$ cat config.mk
export PLATFORM = sky130hd
export DESIGN_NAME = field_energy_density_periodic
export DESIGN_NICKNAME = d
export VERILOG_FILES = /design/src/rtl/fedp_pkg.sv /design/src/rtl/fedp_ctrl.sv /design/src/rtl/fedp_dp.sv /design/src/rtl/field_energy_density_periodic.sv
export SDC_FILE = /design/constraint.sdc
export NUM_CORES = 2
export LEC_CHECK = 0
export BUFFER_PORTS_ARGS = -buffer_cell sky130_fd_sc_hd__buf_2
export CORE_AREA = 10 10 517 519
export CTS_BUF_LIST = sky130_fd_sc_hd__clkbuf_8
export CTS_CLUSTER_DIAMETER = 200
export DETAILED_ROUTE_END_ITERATION = 12
export DIE_AREA = 0 0 527 529
export SETUP_SLACK_MARGIN = 0.1
export SYNTH_ARGS = -nofsm -noshare
export SYNTH_HDL_FRONTEND = slang
export SYNTH_SLANG_ARGS = --single-unit
$ cat constraint.sdc
create_clock -name clk_i -period 14.55 [get_ports clk_i]
set_clock_uncertainty 0.2 [all_clocks]
set_input_delay 2.1825 -clock clk_i [delete_from_list [all_inputs] [get_ports clk_i]]
set_output_delay 2.1825 -clock clk_i [all_outputs]
set_load 0.05 [all_outputs]
$ cat src/rtl/fedp_pkg.sv
// Package with types, constants and command/status structs of the field energy density block.
package fedp_pkg;

  // Field widths.
  localparam int VAL_W     = 24;
  localparam int CFG_W     = 24;
  localparam int WIN_W     = 11;
  localparam int DENS_W    = 32;
  localparam int TOT_W     = 48;
  localparam int IDX_OUT_W = 10;
  localparam int CFG_IDX_W = 2;
  localparam int MUL_W     = 32;
  localparam int PROD_W    = 2 * MUL_W;

  // Configuration register indexes.
  localparam logic [CFG_IDX_W-1:0] CFG_INV_TWO_H = 2'd0;
  localparam logic [CFG_IDX_W-1:0] CFG_GRID_STEP = 2'd1;
  localparam logic [CFG_IDX_W-1:0] CFG_WINDOW_LO = 2'd2;
  localparam logic [CFG_IDX_W-1:0] CFG_WINDOW_HI = 2'd3;

  // Configuration reset values.
  localparam logic [CFG_W-1:0] INV_TWO_H_RST = 24'd32768;
  localparam logic [CFG_W-1:0] GRID_STEP_RST = 24'd65536;
  localparam logic [WIN_W-1:0] WINDOW_LO_RST = 11'd0;
  localparam logic [WIN_W-1:0] WINDOW_HI_RST = 11'd1024;

  // Totals, in the order they are scaled.
  localparam int TOT_SEL_W = 3;
  localparam logic [TOT_SEL_W-1:0] TOT_ENERGY    = 3'd0;
  localparam logic [TOT_SEL_W-1:0] TOT_KINETIC   = 3'd1;
  localparam logic [TOT_SEL_W-1:0] TOT_GRADIENT  = 3'd2;
  localparam logic [TOT_SEL_W-1:0] TOT_POTENTIAL = 3'd3;
  localparam logic [TOT_SEL_W-1:0] TOT_WINDOW    = 3'd4;

  // Operation of the shared multiplier.
  typedef enum logic [2:0] {
    MUL_NONE,
    MUL_KIN,
    MUL_SLOPE,
    MUL_GRAD,
    MUL_TOT_HI,
    MUL_TOT_LO
  } mul_op_e;

  // Which point of the current sample is being worked on.
  // PT_A: the interior point behind the sample, PT_B: the last point,
  // PT_C: point zero, closed around the periodic boundary.
  typedef enum logic [1:0] {
    PT_A,
    PT_B,
    PT_C
  } pt_e;

  // Controller states.
  typedef enum logic [3:0] {
    ST_IDLE,
    ST_START,
    ST_KIN,
    ST_SLOPE,
    ST_GRAD,
    ST_ACC,
    ST_TOT_HI,
    ST_TOT_LO,
    ST_TOT_ADD,
    ST_SHOW,
    ST_END
  } ctrl_state_e;

  // Commands from the controller to the datapath.
  typedef struct packed {
    logic                 load;
    mul_op_e              mul_op;
    pt_e                  pt;
    logic [TOT_SEL_W-1:0] tot_sel;
    logic                 acc;
    logic                 final_pt;
    logic                 tot_write;
    logic                 show;
    logic                 item_end;
  } cmd_t;

  // Status from the datapath to the controller.
  typedef struct packed {
    logic ge1;
    logic ge2;
    logic last;
    logic out_free;
  } stat_t;

endpackage

$ cat src/rtl/fedp_ctrl.sv
// Sequencing state machine of the field energy density block.
module fedp_ctrl (
  input  logic            clk_i,
  input  logic            rst_ni,
  input  logic            in_valid_i,
  output logic            in_stall_o,
  input  fedp_pkg::stat_t stat_i,
  output fedp_pkg::cmd_t  cmd_o
);
  import fedp_pkg::*;

  ctrl_state_e          state_q, state_d;
  pt_e                  pt_q, pt_d;
  logic [TOT_SEL_W-1:0] tot_q, tot_d;
  logic                 final_pt;

  // A point closes the field when it is the last point of a one-sample field
  // or point zero.
  assign final_pt = ((pt_q == PT_B) && !stat_i.ge1) || (pt_q == PT_C);

  // State, point and total registers.
  always_ff @(posedge clk_i or negedge rst_ni) begin
    if (!rst_ni) begin
      state_q <= ST_IDLE;
      pt_q    <= PT_A;
      tot_q   <= TOT_ENERGY;
    end else begin
      state_q <= state_d;
      pt_q    <= pt_d;
      tot_q   <= tot_d;
    end
  end

  // Next state and commands.
  always_comb begin
    state_d          = state_q;
    pt_d             = pt_q;
    tot_d            = tot_q;
    cmd_o            = '0;
    cmd_o.mul_op     = MUL_NONE;
    cmd_o.pt         = pt_q;
    cmd_o.tot_sel    = tot_q;
    cmd_o.final_pt   = final_pt;
    in_stall_o       = (state_q != ST_IDLE);

    unique case (state_q)
      ST_IDLE: begin
        if (in_valid_i) begin
          cmd_o.load = 1'b1;
          state_d    = ST_START;
        end
      end
      ST_START: begin
        if (stat_i.ge2) begin
          pt_d    = PT_A;
          state_d = ST_KIN;
        end else if (stat_i.last) begin
          pt_d    = PT_B;
          state_d = ST_KIN;
        end else begin
          state_d = ST_END;
        end
      end
      ST_KIN: begin
        cmd_o.mul_op = MUL_KIN;
        state_d      = ST_SLOPE;
      end
      ST_SLOPE: begin
        cmd_o.mul_op = MUL_SLOPE;
        state_d      = ST_GRAD;
      end
      ST_GRAD: begin
        cmd_o.mul_op = MUL_GRAD;
        state_d      = ST_ACC;
      end
      ST_ACC: begin
        // Wait here until the output register can take the point.
        if (stat_i.out_free) begin
          cmd_o.acc = 1'b1;
          if (final_pt) begin
            tot_d   = TOT_ENERGY;
            state_d = ST_TOT_HI;
          end else if (pt_q == PT_A) begin
            if (stat_i.last) begin
              pt_d    = PT_B;
              state_d = ST_KIN;
            end else begin
              state_d = ST_END;
            end
          end else begin
            pt_d    = PT_C;
            state_d = ST_KIN;
          end
        end
      end
      ST_TOT_HI: begin
        cmd_o.mul_op = MUL_TOT_HI;
        state_d      = ST_TOT_LO;
      end
      ST_TOT_LO: begin
        cmd_o.mul_op = MUL_TOT_LO;
        state_d      = ST_TOT_ADD;
      end
      ST_TOT_ADD: begin
        cmd_o.tot_write = 1'b1;
        if (tot_q == TOT_WINDOW) begin
          state_d = ST_SHOW;
        end else begin
          tot_d   = tot_q + TOT_SEL_W'(1);
          state_d = ST_TOT_HI;
        end
      end
      ST_SHOW: begin
        cmd_o.show = 1'b1;
        state_d    = ST_END;
      end
      ST_END: begin
        cmd_o.item_end = 1'b1;
        state_d        = ST_IDLE;
      end
      default: begin
        state_d = ST_IDLE;
      end
    endcase
  end

endmodule

$ cat src/rtl/fedp_dp.sv
// Datapath of the field energy density block: sample history, shared multiplier, sums, output.
module fedp_dp #(
  parameter int GRID_POINTS = 1024
) (
  input  logic                                 clk_i,
  input  logic                                 rst_ni,
  input  logic                                 cfg_we_i,
  input  logic        [fedp_pkg::CFG_IDX_W-1:0] cfg_index_i,
  input  logic        [fedp_pkg::CFG_W-1:0]     cfg_data_i,
  input  logic signed [fedp_pkg::VAL_W-1:0]     field_value_i,
  input  logic signed [fedp_pkg::VAL_W-1:0]     field_rate_i,
  input  logic                                 last_sample_i,
  input  fedp_pkg::cmd_t                       cmd_i,
  output fedp_pkg::stat_t                      stat_o,
  input  logic                                 out_stall_i,
  output logic                                 out_valid_o,
  output logic        [fedp_pkg::IDX_OUT_W-1:0] point_index_o,
  output logic        [fedp_pkg::DENS_W-1:0]    kinetic_o,
  output logic        [fedp_pkg::DENS_W-1:0]    gradient_o,
  output logic        [fedp_pkg::DENS_W-1:0]    potential_o,
  output logic        [fedp_pkg::DENS_W-1:0]    energy_density_o,
  output logic        [fedp_pkg::TOT_W-1:0]     total_energy_o,
  output logic        [fedp_pkg::TOT_W-1:0]     total_kinetic_o,
  output logic        [fedp_pkg::TOT_W-1:0]     total_gradient_o,
  output logic        [fedp_pkg::TOT_W-1:0]     total_potential_o,
  output logic        [fedp_pkg::TOT_W-1:0]     window_energy_o,
  output logic                                 final_result_o
);
  import fedp_pkg::*;

  localparam int CW = $clog2(GRID_POINTS);
  localparam int WW = (CW > WIN_W) ? CW : WIN_W;

  // Magnitude of a signed sample; the most negative value maps to 2^23.
  function automatic logic [VAL_W-1:0] mag(input logic signed [VAL_W-1:0] x);
    logic [VAL_W-1:0] u;
    u = $unsigned(x);
    return x[VAL_W-1] ? (~u + VAL_W'(1)) : u;
  endfunction

  // Saturating add of a density into a 48-bit sum.
  function automatic logic [TOT_W-1:0] add_sat(input logic [TOT_W-1:0] s,
                                               input logic [DENS_W-1:0] x);
    logic [TOT_W:0] t;
    t = {1'b0, s} + (TOT_W + 1)'(x);
    return t[TOT_W] ? '1 : t[TOT_W-1:0];
  endfunction

  // Configuration registers.
  logic [CFG_W-1:0] inv_two_h_q, grid_step_q;
  logic [WIN_W-1:0] window_lo_q, window_hi_q;

  // Sample history.
  logic [CW-1:0]           count_q;
  logic                    last_q;
  logic signed [VAL_W-1:0] v_q, r_q;
  logic signed [VAL_W-1:0] older_q, newer_q, newer_rate_q;
  logic signed [VAL_W-1:0] first_value_q, second_value_q, first_rate_q;

  // Multiplier and intermediate results.
  logic [MUL_W-1:0]  mul_a, mul_b;
  logic [PROD_W-1:0] prod_d, prod_q;
  logic [DENS_W-1:0] kin_q;
  logic [TOT_W-1:0]  tot_hi_q;

  // Sums.
  logic [TOT_W-1:0] energy_sum_q, kinetic_sum_q, gradient_sum_q, potential_sum_q;
  logic [TOT_W-1:0] window_sum_q;

  // Output register.
  logic                 out_valid_q, out_valid_d;
  logic [IDX_OUT_W-1:0] point_index_q;
  logic [DENS_W-1:0]    kinetic_q, gradient_q, potential_q, energy_q;
  logic [TOT_W-1:0]     tot_energy_q, tot_kinetic_q, tot_gradient_q, tot_potential_q;
  logic [TOT_W-1:0]     tot_window_q;
  logic                 final_q;

  // Point operands.
  logic [CW-1:0]           idx_sel;
  logic signed [VAL_W-1:0] left_sel, centre_sel, right_sel, rate_sel;
  logic signed [VAL_W:0]   diff;
  logic [VAL_W:0]          diff_abs;
  logic [VAL_W-1:0]        rate_mag, diff_mag, centre_mag;
  logic [WW-1:0]           idx_w;
  logic                    in_window;

  // Density and total arithmetic.
  logic [PROD_W-18:0]  grad_full;
  logic [DENS_W-1:0]   grad_val, pot_val, en_val;
  logic [DENS_W+1:0]   en_full;
  logic [TOT_W-1:0]    tot_sum;
  logic [TOT_W+8:0]    scaled_full;
  logic [TOT_W-1:0]    scaled;

  // Configuration writes.
  always_ff @(posedge clk_i or negedge rst_ni) begin
    if (!rst_ni) begin
      inv_two_h_q <= INV_TWO_H_RST;
      grid_step_q <= GRID_STEP_RST;
      window_lo_q <= WINDOW_LO_RST;
      window_hi_q <= WINDOW_HI_RST;
    end else if (cfg_we_i) begin
      unique case (cfg_index_i)
        CFG_INV_TWO_H: inv_two_h_q <= cfg_data_i;
        CFG_GRID_STEP: grid_step_q <= cfg_data_i;
        CFG_WINDOW_LO: window_lo_q <= cfg_data_i[WIN_W-1:0];
        CFG_WINDOW_HI: window_hi_q <= cfg_data_i[WIN_W-1:0];
        default: ;
      endcase
    end
  end

  // Sample count; an overlong field ends at the last grid index.
  always_ff @(posedge clk_i or negedge rst_ni) begin
    if (!rst_ni) begin
      count_q <= '0;
    end else if (cmd_i.item_end) begin
      count_q <= last_q ? '0 : count_q + CW'(1);
    end
  end

  // Sample capture and history shift.
  always_ff @(posedge clk_i) begin
    if (cmd_i.load) begin
      v_q    <= field_value_i;
      r_q    <= field_rate_i;
      last_q <= last_sample_i || (count_q >= CW'(GRID_POINTS - 1));
      if (count_q == '0) begin
        first_value_q  <= field_value_i;
        second_value_q <= field_value_i;
        first_rate_q   <= field_rate_i;
      end else if (count_q == CW'(1)) begin
        second_value_q <= field_value_i;
      end
    end
    if (cmd_i.item_end && !last_q) begin
      older_q      <= newer_q;
      newer_q      <= v_q;
      newer_rate_q <= r_q;
    end
  end

  // Operands of the point being worked on.
  always_comb begin
    idx_sel    = count_q - CW'(1);
    left_sel   = older_q;
    centre_sel = newer_q;
    right_sel  = v_q;
    rate_sel   = newer_rate_q;
    unique case (cmd_i.pt)
      PT_A: ;
      PT_B: begin
        idx_sel    = count_q;
        left_sel   = stat_o.ge1 ? newer_q : v_q;
        centre_sel = v_q;
        right_sel  = first_value_q;
        rate_sel   = r_q;
      end
      PT_C: begin
        idx_sel    = '0;
        left_sel   = v_q;
        centre_sel = first_value_q;
        right_sel  = second_value_q;
        rate_sel   = first_rate_q;
      end
      default: ;
    endcase
  end

  // Magnitudes; a neighbor difference always fits in 24 unsigned bits.
  assign diff       = {right_sel[VAL_W-1], right_sel} - {left_sel[VAL_W-1], left_sel};
  assign diff_abs   = diff[VAL_W] ? (~$unsigned(diff) + (VAL_W + 1)'(1)) : $unsigned(diff);
  assign diff_mag   = diff_abs[VAL_W-1:0];
  assign rate_mag   = mag(rate_sel);
  assign centre_mag = mag(centre_sel);
  assign idx_w      = WW'(idx_sel);
  assign in_window  = (idx_w >= WW'(window_lo_q)) && (idx_w < WW'(window_hi_q));

  // Select the sum being scaled.
  always_comb begin
    tot_sum = energy_sum_q;
    unique case (cmd_i.tot_sel)
      TOT_ENERGY:    tot_sum = energy_sum_q;
      TOT_KINETIC:   tot_sum = kinetic_sum_q;
      TOT_GRADIENT:  tot_sum = gradient_sum_q;
      TOT_POTENTIAL: tot_sum = potential_sum_q;
      TOT_WINDOW:    tot_sum = window_sum_q;
      default: ;
    endcase
  end

  // Operand selection of the shared multiplier.
  always_comb begin
    mul_a = '0;
    mul_b = '0;
    unique case (cmd_i.mul_op)
      MUL_NONE: ;
      MUL_KIN: begin
        mul_a = MUL_W'(rate_mag);
        mul_b = MUL_W'(rate_mag);
      end
      MUL_SLOPE: begin
        mul_a = MUL_W'(diff_mag);
        mul_b = MUL_W'(inv_two_h_q);
      end
      MUL_GRAD: begin
        // Slope in Q16.16 is the product of the previous step shifted down by 16.
        mul_a = prod_q[MUL_W+15:16];
        mul_b = prod_q[MUL_W+15:16];
      end
      MUL_TOT_HI: begin
        mul_a = MUL_W'(tot_sum[TOT_W-1:24]);
        mul_b = MUL_W'(grid_step_q);
      end
      MUL_TOT_LO: begin
        mul_a = MUL_W'(tot_sum[23:0]);
        mul_b = MUL_W'(grid_step_q);
      end
      default: ;
    endcase
  end

  assign prod_d = PROD_W'(mul_a) * PROD_W'(mul_b);

  // Product register and the values kept from earlier products.
  always_ff @(posedge clk_i) begin
    if (cmd_i.mul_op != MUL_NONE) begin
      prod_q <= prod_d;
    end
    if (cmd_i.mul_op == MUL_SLOPE) begin
      kin_q <= prod_q[DENS_W+16:17];
    end
    if (cmd_i.mul_op == MUL_TOT_LO) begin
      tot_hi_q <= prod_q[TOT_W-1:0];
    end
  end

  // Densities of the point, from the gradient product now in the register.
  assign grad_full = prod_q[PROD_W-1:17];
  assign grad_val  = (|grad_full[PROD_W-18:DENS_W]) ? '1 : grad_full[DENS_W-1:0];
  assign pot_val   = DENS_W'(centre_mag);
  assign en_full   = (DENS_W + 2)'(kin_q) + (DENS_W + 2)'(grad_val) + (DENS_W + 2)'(pot_val);
  assign en_val    = (|en_full[DENS_W+1:DENS_W]) ? '1 : en_full[DENS_W-1:0];

  // Scaled total: high half times step shifted up by 8, plus low half times
  // step shifted down by 16.
  assign scaled_full = (TOT_W + 9)'({tot_hi_q, 8'b0}) + (TOT_W + 9)'(prod_q[TOT_W-1:16]);
  assign scaled      = (|scaled_full[TOT_W+8:TOT_W]) ? '1 : scaled_full[TOT_W-1:0];

  // Running sums, cleared when a field is done.
  always_ff @(posedge clk_i or negedge rst_ni) begin
    if (!rst_ni) begin
      energy_sum_q    <= '0;
      kinetic_sum_q   <= '0;
      gradient_sum_q  <= '0;
      potential_sum_q <= '0;
      window_sum_q    <= '0;
    end else if (cmd_i.acc) begin
      energy_sum_q    <= add_sat(energy_sum_q, en_val);
      kinetic_sum_q   <= add_sat(kinetic_sum_q, kin_q);
      gradient_sum_q  <= add_sat(gradient_sum_q, grad_val);
      potential_sum_q <= add_sat(potential_sum_q, pot_val);
      if (in_window) begin
        window_sum_q <= add_sat(window_sum_q, en_val);
      end
    end else if (cmd_i.item_end && last_q) begin
      energy_sum_q    <= '0;
      kinetic_sum_q   <= '0;
      gradient_sum_q  <= '0;
      potential_sum_q <= '0;
      window_sum_q    <= '0;
    end
  end

  // Output payload.
  always_ff @(posedge clk_i) begin
    if (cmd_i.acc) begin
      point_index_q   <= IDX_OUT_W'(idx_sel);
      kinetic_q       <= kin_q;
      gradient_q      <= grad_val;
      potential_q     <= pot_val;
      energy_q        <= en_val;
      tot_energy_q    <= '0;
      tot_kinetic_q   <= '0;
      tot_gradient_q  <= '0;
      tot_potential_q <= '0;
      tot_window_q    <= '0;
      final_q         <= 1'b0;
    end
    if (cmd_i.tot_write) begin
      unique case (cmd_i.tot_sel)
        TOT_ENERGY:    tot_energy_q    <= scaled;
        TOT_KINETIC:   tot_kinetic_q   <= scaled;
        TOT_GRADIENT:  tot_gradient_q  <= scaled;
        TOT_POTENTIAL: tot_potential_q <= scaled;
        TOT_WINDOW:    tot_window_q    <= scaled;
        default: ;
      endcase
    end
    if (cmd_i.show) begin
      final_q <= 1'b1;
    end
  end

  // Output valid: set by a finished request, cleared when it is taken.
  always_comb begin
    out_valid_d = out_valid_q;
    if ((cmd_i.acc && !cmd_i.final_pt) || cmd_i.show) begin
      out_valid_d = 1'b1;
    end else if (!out_stall_i) begin
      out_valid_d = 1'b0;
    end
  end

  always_ff @(posedge clk_i or negedge rst_ni) begin
    if (!rst_ni) begin
      out_valid_q <= 1'b0;
    end else begin
      out_valid_q <= out_valid_d;
    end
  end

  // Status toward the controller.
  assign stat_o.ge1      = (count_q != '0);
  assign stat_o.ge2      = (count_q >= CW'(2));
  assign stat_o.last     = last_q;
  assign stat_o.out_free = !out_valid_q || !out_stall_i;

  assign out_valid_o       = out_valid_q;
  assign point_index_o     = point_index_q;
  assign kinetic_o         = kinetic_q;
  assign gradient_o        = gradient_q;
  assign potential_o       = potential_q;
  assign energy_density_o  = energy_q;
  assign total_energy_o    = tot_energy_q;
  assign total_kinetic_o   = tot_kinetic_q;
  assign total_gradient_o  = tot_gradient_q;
  assign total_potential_o = tot_potential_q;
  assign window_energy_o   = tot_window_q;
  assign final_result_o    = final_q;

  // The closing request is only raised into an empty output register.
  a_show_empty: assert property (@(posedge clk_i) disable iff (!rst_ni)
    cmd_i.show |-> !out_valid_q)
    else $error("closing request raised over a pending one");

  // Requests before the closing one carry zero totals.
  a_open_zero_totals: assert property (@(posedge clk_i) disable iff (!rst_ni)
    (out_valid_q && !final_q) |-> (tot_energy_q == '0 && tot_window_q == '0))
    else $error("non-final request carries totals");

  // The energy density never falls below its kinetic part or its potential part.
  a_energy_bound: assert property (@(posedge clk_i) disable iff (!rst_ni)
    out_valid_q |-> (energy_q >= kinetic_q && energy_q >= potential_q))
    else $error("energy density below one of its parts");

endmodule

$ cat src/rtl/field_energy_density_periodic.sv
// Top level of the streamed energy density block on a periodic grid.
//
// Each accepted sample carries phi and d(phi)/dt of one grid point. The point
// behind it (index i-1) is reported when sample i arrives, from index two on;
// at the last sample the last point and point zero follow, the final request
// carrying the grid-step-scaled totals and final_result. One 32x32 multiplier
// is shared by all products: three dependent products per point (rate squared,
// slope, slope squared) run in ST_KIN, ST_SLOPE and ST_GRAD, and each of the
// five totals takes a high and a low product on the same multiplier before its
// add. The input stalls while a sample is worked on, so a new sample is taken
// only once the last one is done. Output stall holds the block in ST_ACC once
// the output register is full. Configuration is taken in any cycle.
module field_energy_density_periodic #(
  parameter int GRID_POINTS = 1024
) (
  input  logic                                 clk_i,
  input  logic                                 rst_ni,
  input  logic                                 cfg_we_i,
  input  logic        [fedp_pkg::CFG_IDX_W-1:0] cfg_index_i,
  input  logic        [fedp_pkg::CFG_W-1:0]     cfg_data_i,
  input  logic                                 in_valid_i,
  output logic                                 in_stall_o,
  input  logic signed [fedp_pkg::VAL_W-1:0]     field_value_i,
  input  logic signed [fedp_pkg::VAL_W-1:0]     field_rate_i,
  input  logic                                 last_sample_i,
  output logic                                 out_valid_o,
  input  logic                                 out_stall_i,
  output logic        [fedp_pkg::IDX_OUT_W-1:0] point_index_o,
  output logic        [fedp_pkg::DENS_W-1:0]    kinetic_o,
  output logic        [fedp_pkg::DENS_W-1:0]    gradient_o,
  output logic        [fedp_pkg::DENS_W-1:0]    potential_o,
  output logic        [fedp_pkg::DENS_W-1:0]    energy_density_o,
  output logic        [fedp_pkg::TOT_W-1:0]     total_energy_o,
  output logic        [fedp_pkg::TOT_W-1:0]     total_kinetic_o,
  output logic        [fedp_pkg::TOT_W-1:0]     total_gradient_o,
  output logic        [fedp_pkg::TOT_W-1:0]     total_potential_o,
  output logic        [fedp_pkg::TOT_W-1:0]     window_energy_o,
  output logic                                 final_result_o
);
  import fedp_pkg::*;

  cmd_t  cmd;
  stat_t stat;

  // Sequencer.
  fedp_ctrl u_ctrl (
    .clk_i      (clk_i),
    .rst_ni     (rst_ni),
    .in_valid_i (in_valid_i),
    .in_stall_o (in_stall_o),
    .stat_i     (stat),
    .cmd_o      (cmd)
  );

  // Arithmetic, history and output register.
  fedp_dp #(
    .GRID_POINTS (GRID_POINTS)
  ) u_dp (
    .clk_i             (clk_i),
    .rst_ni            (rst_ni),
    .cfg_we_i          (cfg_we_i),
    .cfg_index_i       (cfg_index_i),
    .cfg_data_i        (cfg_data_i),
    .field_value_i     (field_value_i),
    .field_rate_i      (field_rate_i),
    .last_sample_i     (last_sample_i),
    .cmd_i             (cmd),
    .stat_o            (stat),
    .out_stall_i       (out_stall_i),
    .out_valid_o       (out_valid_o),
    .point_index_o     (point_index_o),
    .kinetic_o         (kinetic_o),
    .gradient_o        (gradient_o),
    .potential_o       (potential_o),
    .energy_density_o  (energy_density_o),
    .total_energy_o    (total_energy_o),
    .total_kinetic_o   (total_kinetic_o),
    .total_gradient_o  (total_gradient_o),
    .total_potential_o (total_potential_o),
    .window_energy_o   (window_energy_o),
    .final_result_o    (final_result_o)
  );

endmodule

# Yosys cells after proc, flatten, opt, wreduce, memory -nomap -nowiden
# Cells that the tools add are included.
# word_totals
register_bits	1038
output_inout_bits	381
wordCells	205
# classes
n_mux	73
multipliers	1
n_lt_le_gt_ge	4
n_addsub	15
n_eq_ne	32
reduce_logical	40
bitwise	3
# ops
cell	n
$mux W48	28
$add A48 B32 Y49	4
$pmux W24 S2	4
$pmux W48 S4	1
$pmux W32 S5	1
$mux W24	6
$pmux W32 S4	1
$add A24 B1 Y24 const B	3
$not A24 Y24	3
$mul A32 B32 Y64	1
$mux W32	2
$add A56 B32 Y57	1
$add A48 B24 Y49	1
$pmux W4 S10	1
$add A34 B24 Y34	1
$add A32 B32 Y33	1
$mux W4	7
$sub A24 B24 Y25	1
$pmux W10 S2	1
$eq A4 B3 Y1 const B	4
$reduce_and A2 Y1	8
$pmux W3 S5	1
$reduce_or A15 Y1	1
$eq A3 B2 Y1 const B	4
38 further kinds	82

# Depth between registers and ports, before layout
# depth
ltp_word	12
depth_mapped	56
depth_no_buf	46

# Modules after synthesis
# From an unflattened synthesis, not the netlist that was laid out.
# unflattened
cells_unflattened	9468
hier_area_um2	88697.6
# modules_own_cells
mod	seq_area_each_um2	cells_each	area_each_um2	instances
fedp_dp	26884.5	9383	88008.2	1
fedp_ctrl	225.2	85	689.4	1

# Least setup slack after synthesis
# No wires, ideal clock.
# synth_timing
path_kind	register -> register
startpoint	register u_ctrl.pt_q[0]
endpoint	register u_dp.prod_q[57], data pin
stages_incl_launch_ff	52
setup_time_ns	0.152
required_time_ns	14.198
path_slack_ns	1.408
arrival_time_ns	12.789
cell_sequence	dfrtp_1 > inv_1 > ha_1 > clkbuf_2 > buf_2 > buf_4 > buf_2 > clkbuf_1 > clkbuf_1 > buf_1 > clkbuf_1 > clkbuf_1 > a21oi_1 > ha_1 > fa_1 > nor2b_1 > o31a_1 > a21oi_1 > [16 not listed] > fa_1 > inv_1 > fa_1 > inv_1 > fa_1 > inv_1 > ha_1 > clkbuf_1 > a21oi_1 > nor2_1 > o41ai_1 > nor4_1 > a221o_1 > o21ai_1 > o21a_1 > o21ai_0 > or4b_1 > o21ai_0
# synth_between
elab_chain_cells	8
word_cells_on_any_way	15
classes_between	add/sub (3); mul (1); eq/ne (2); mux (7); bitwise (2)
# synth_lines
item	line	text
start: declaration	fedp_ctrl.sv:13	pt_e pt_q, pt_d;
start signal: assignment	fedp_ctrl.sv:29	pt_q <= pt_d;
$eq A2 B2 Y1 / $eq A2 B1 Y1 (equally long branches)	fedp_dp.sv:150	unique case (cmd_i.pt)
$pmux W24 S2	fedp_dp.sv:150	
$sub A24 B24 Y25	fedp_dp.sv:171	assign diff = {right_sel[VAL_W-1], right_sel} - {left_sel[VAL_W-1], left_sel};
$not A24 Y24	fedp_dp.sv:172	assign diff_abs = diff[VAL_W] ? (~$unsigned(diff) + (VAL_W + 1)'(1)) : $unsigned(diff);
$add A24 B1 Y24	fedp_dp.sv:172	
$mux W24	fedp_dp.sv:172	
$pmux W32 S5	fedp_dp.sv:196	unique case (cmd_i.mul_op)
$mul A32 B32 Y64 *	fedp_dp.sv:223	assign prod_d = PROD_W'(mul_a) * PROD_W'(mul_b);
net u_dp.prod_d[57]	fedp_dp.sv:62	logic [PROD_W-1:0] prod_d, prod_q;
end signal: assignment	fedp_dp.sv:228	prod_q <= prod_d;
end: declaration	fedp_dp.sv:62	
# The timed path passes the listed nets; every way through them passes the cells marked *.
# A chain may end at the register's enable or synchronous reset.

# Worst setup path in the final report
# layout_timing
startpoint	register u_dp.count_q[4]
endpoint	register u_dp.prod_q[62], data pin
# layout_between
elab_chain_cells	9
# layout_lines
item	line	text
start: declaration	fedp_dp.sv:54	logic [CW-1:0] count_q;
start signal: assignment	fedp_dp.sv:118	count_q <= last_q ? '0 : count_q + CW'(1);
$reduce_bool A10 Y1 *	fedp_dp.sv:324	assign stat_o.ge1 = (count_q != '0);
$mux W24 *	fedp_dp.sv:154	left_sel = stat_o.ge1 ? newer_q : v_q;
$pmux W24 S2 *	fedp_dp.sv:150	
$sub A24 B24 Y25 *	fedp_dp.sv:171	
$not A24 Y24	fedp_dp.sv:172	
$add A24 B1 Y24	fedp_dp.sv:172	
$mux W24 *	fedp_dp.sv:172	
$pmux W32 S5 *	fedp_dp.sv:196	
$mul A32 B32 Y64 *	fedp_dp.sv:223	
net u_dp.prod_d[62]	fedp_dp.sv:62	
# Marks and branches as above.

==> results by group <==
Status
  – Status: complete, but fails checks
  – Failing checks: capacitance limit

STA
  – Worst Tran Pin Value: between 1000 and 1500 ps
  – Relative slew slack: 1.25%
  – Final setup viols: 0
  – Max-slew violations: 0
  – Period utilisation layout: a little over nine tenths
  – RSZ-0062 raised after global routing: false
  – Post-route minimum period: approximately 14,000 ps
  – Setup TNS: 0 ps
  – Fmax: 0.0733 GHz
  – Final hold vios: 0

Synthesis
  – Post-synthesis compound-gate area fraction: 16.6%
  – Post-synthesis cell type count: 110
  – Adder-cell share of the synthesized area: 28.1%
  – Ys async rst share: 31.8%
  – Post-Synthesis Cells: 9,500
  – Sequential share of the synthesized area: a little under a third
  – Syn_area_per_cell: ~9.4 um^2
  – Synth Flop Type: edfxtp_1
  – Post-synthesis mux area share: 1.23%
  – Area of the mapped netlist: 89,300 um^2
  – Post-synthesis simple-gate area fraction: 12.9%
  – Largest family of logic cells by synthesized area: adder cells
  – Yosys warnings: 0
  – Largest cells by area after synthesis: fa_1 (20%), edfxtp_1 (16%), dfrtp_1 (9.2%), ha_1 (7.8%), dfxtp_1 (5.4%)
  – Synth Area in XOR/XNOR: 3.49%
  – Most common cell in the netlist: inv_1
  – Synth Register Bits: 1,038
  – Top post-synthesis cells by count: inv_1 (1,199), nand2_1 (1,034), fa_1 (905), a21oi_1 (702), nor2_1 (616)
  – Area leader, netlist: fa_1
  – EDFF count, synth: 467
  – Top cell type's share of synthesized area: ~20%

CTS
  – Clock slew at reported path FFs: 60 ps
  – CTS Hold Bufs: 0
  – Clk sink count: a little over 1,000
  – H-tree depth: 4
  – TritonCTS clock tree: built
  – Root buf cell: clkbuf_8
  – Largest buffer count on any clock path: 3
  – Skew-Pair Late Insertion Delay: 1030 ps
  – CTS buffer count: 190

Floorplanning
  – Die H: 529 um
  – DIE AREA: 279,000 um^2
  – Initial core utilization: approximately a third
  – I/O Pins: 461
  – Placeable Area: 256,000 um^2
  – Row Count: 186
  – Die W: 527 um

Critical path
  – Crit path required time: between 15,000 and 20,000 ps
  – Critical path buffers and inverters: 9
  – Largest delay share family, worst path: adder cells
  – Crit path max fanout: 19
  – Crit-path max cell delay: 660 ps
  – CP Data Arrival Time: approximately 14,000 ps
  – Critical path type: register to register
  – CP Capture Type: register
  – Slowest CP cell: nor4_1
  – CP Launch Type: register

Global route
  – Initial antenna violation count: 47
  – Vias in the first global route: 76,400
  – GRT Total Usage: between 20% and 30%
  – Gr ovfl total: 0
  – Largest net degree at the start of global routing: 127
  – First-pass GRT wire length: 533,000 um

Drt
  – Post-route ant nets: 0
  – Via Count: about 77,000
  – Drt via density: 5.70
  – WL final: ~370,000 um
  – First-pass DRT Iterations: 8
  – Residual DRC: 0
  – DR WL/cell: roughly 28 um
  – Number of DRC markers in iteration 0: 8,290

Placement
  – I/O Buffers: between 400 and 500
  – Post-DP HPWL: 289,000 um
  – Post-DP Area: 96,100 um^2
  – Final RePlAce weighted congestion: 1.01

Layout
  – Layout cell share with drive strength beyond 1: 12.6%
  – Final Cell Area: 101,000 um^2
  – Area Growth Syn to Fin: 12.6%
  – Nets: 11,500
  – Largest register FFs: 64
  – Most flop-heavy register: u_dp.prod_q

Flow run
  – Max Cap Viol: 1

Worst hold path
  – Min-Delay Path Class: register to register
[layer usage]
metal | global-route usage (%) | share of wire, % | up-vias
li1 | - | - | 33300
met1 | 33.1 | 40 | 38600
met2 | 39.5 | 44 | 4031
met3 | 5.68 | 9.1 | 925
met4 | 15.5 | 7.2 | 28
met5 | 0 | 0.049 | -
[placed cells by master (no fill, tap or decap), types with 27 or more instances in the layout]
cell type,instances
o22ai_1,27
mux2i_1,31
clkbuf_8,220
inv_1,1241
xnor2_1,211
or2_2,51
xor2_1,143
a31oi_1,189
o211ai_1,41
buf_4,264
a221o_1,52
mux2_2,70
a21o_1,163
a21oi_1,701
dfxtp_1,241
o21ai_0,494
or3_1,37
a22oi_1,125
and3_1,99
a211oi_1,72
nor2b_1,37
dfrtp_1,327
nand2_1,1029
edfxtp_1,467
o21a_1,50
nand4_1,60
nand2b_1,45
fa_1,905
nand3_1,190
and2_1,127
nor2_1,607
nor3_1,105
o21bai_1,47
buf_2,451
a221oi_1,43
a22o_1,68
ha_1,550
[metrics by stage]
step	util (%)	setup slack [ps]	cells	hold WS, ps
floorplan	-	1410	9507	200
global placement	37.5	417	13100	207
detailed placement	37.5	237	13100	205
CTS	39.1	115	13500	192
global route	39.2	143	13500	202
finish	39.2	901	13500	204
[cells by family (layout without fill, tap and decap cells)]
kind of cell / Yosys count / count (layout)
multiplexers: 101 / 101
XOR/XNOR: 356 / 356
AND/OR/NAND/NOR: 2519 / 2519
AO/OA/AOI/OAI: 2318 / 2319
other: 1 / 30
buffers and inverters: 1708 / 2275
flip-flops: 1038 / 1038
adder cells (fa/ha/maj): 1459 / 1459
[what timing repair did]
action | CTS | global route
endpoints found under the hold margin | 0 | 0
buffers inserted | 0 | 6
gates resized for setup | 0 | 23
setup endpoints to repair | 0 | 31
[cell type report]
class | instances | area (um^2)
fill | 25500 | 156000
clock buffer | 220 | 3030
timing repair buffer | 719 | 4310
inverter | 1203 | 4530
antenna | 22 | 55.1
clock inverter | 133 | 1180
sequential | 1038 | 27100
multi-input combinational | 6762 | 56100
tap | 3384 | 4230
[final timing paths]
path,end,startpoint,slack (ps),cells after the start
hold reg to reg,u_dp.tot_hi_q[12],u_dp.prod_q[12],200,0
setup / recovery,u_dp.prod_q[62],u_dp.count_q[4],900,47
setup reg to reg,u_dp.prod_q[62],u_dp.count_q[4],900,47
max in group asynchronous,u_dp.inv_two_h_q[12],rst_ni,10820,3
min in group asynchronous,u_dp.window_sum_q[13],rst_ni,1020,1
hold / removal,u_dp.tot_hi_q[12],u_dp.prod_q[12],200,0
Power is not shown: default switching activity piles up to over one toggle a cycle in this logic, so the estimate is an artifact.
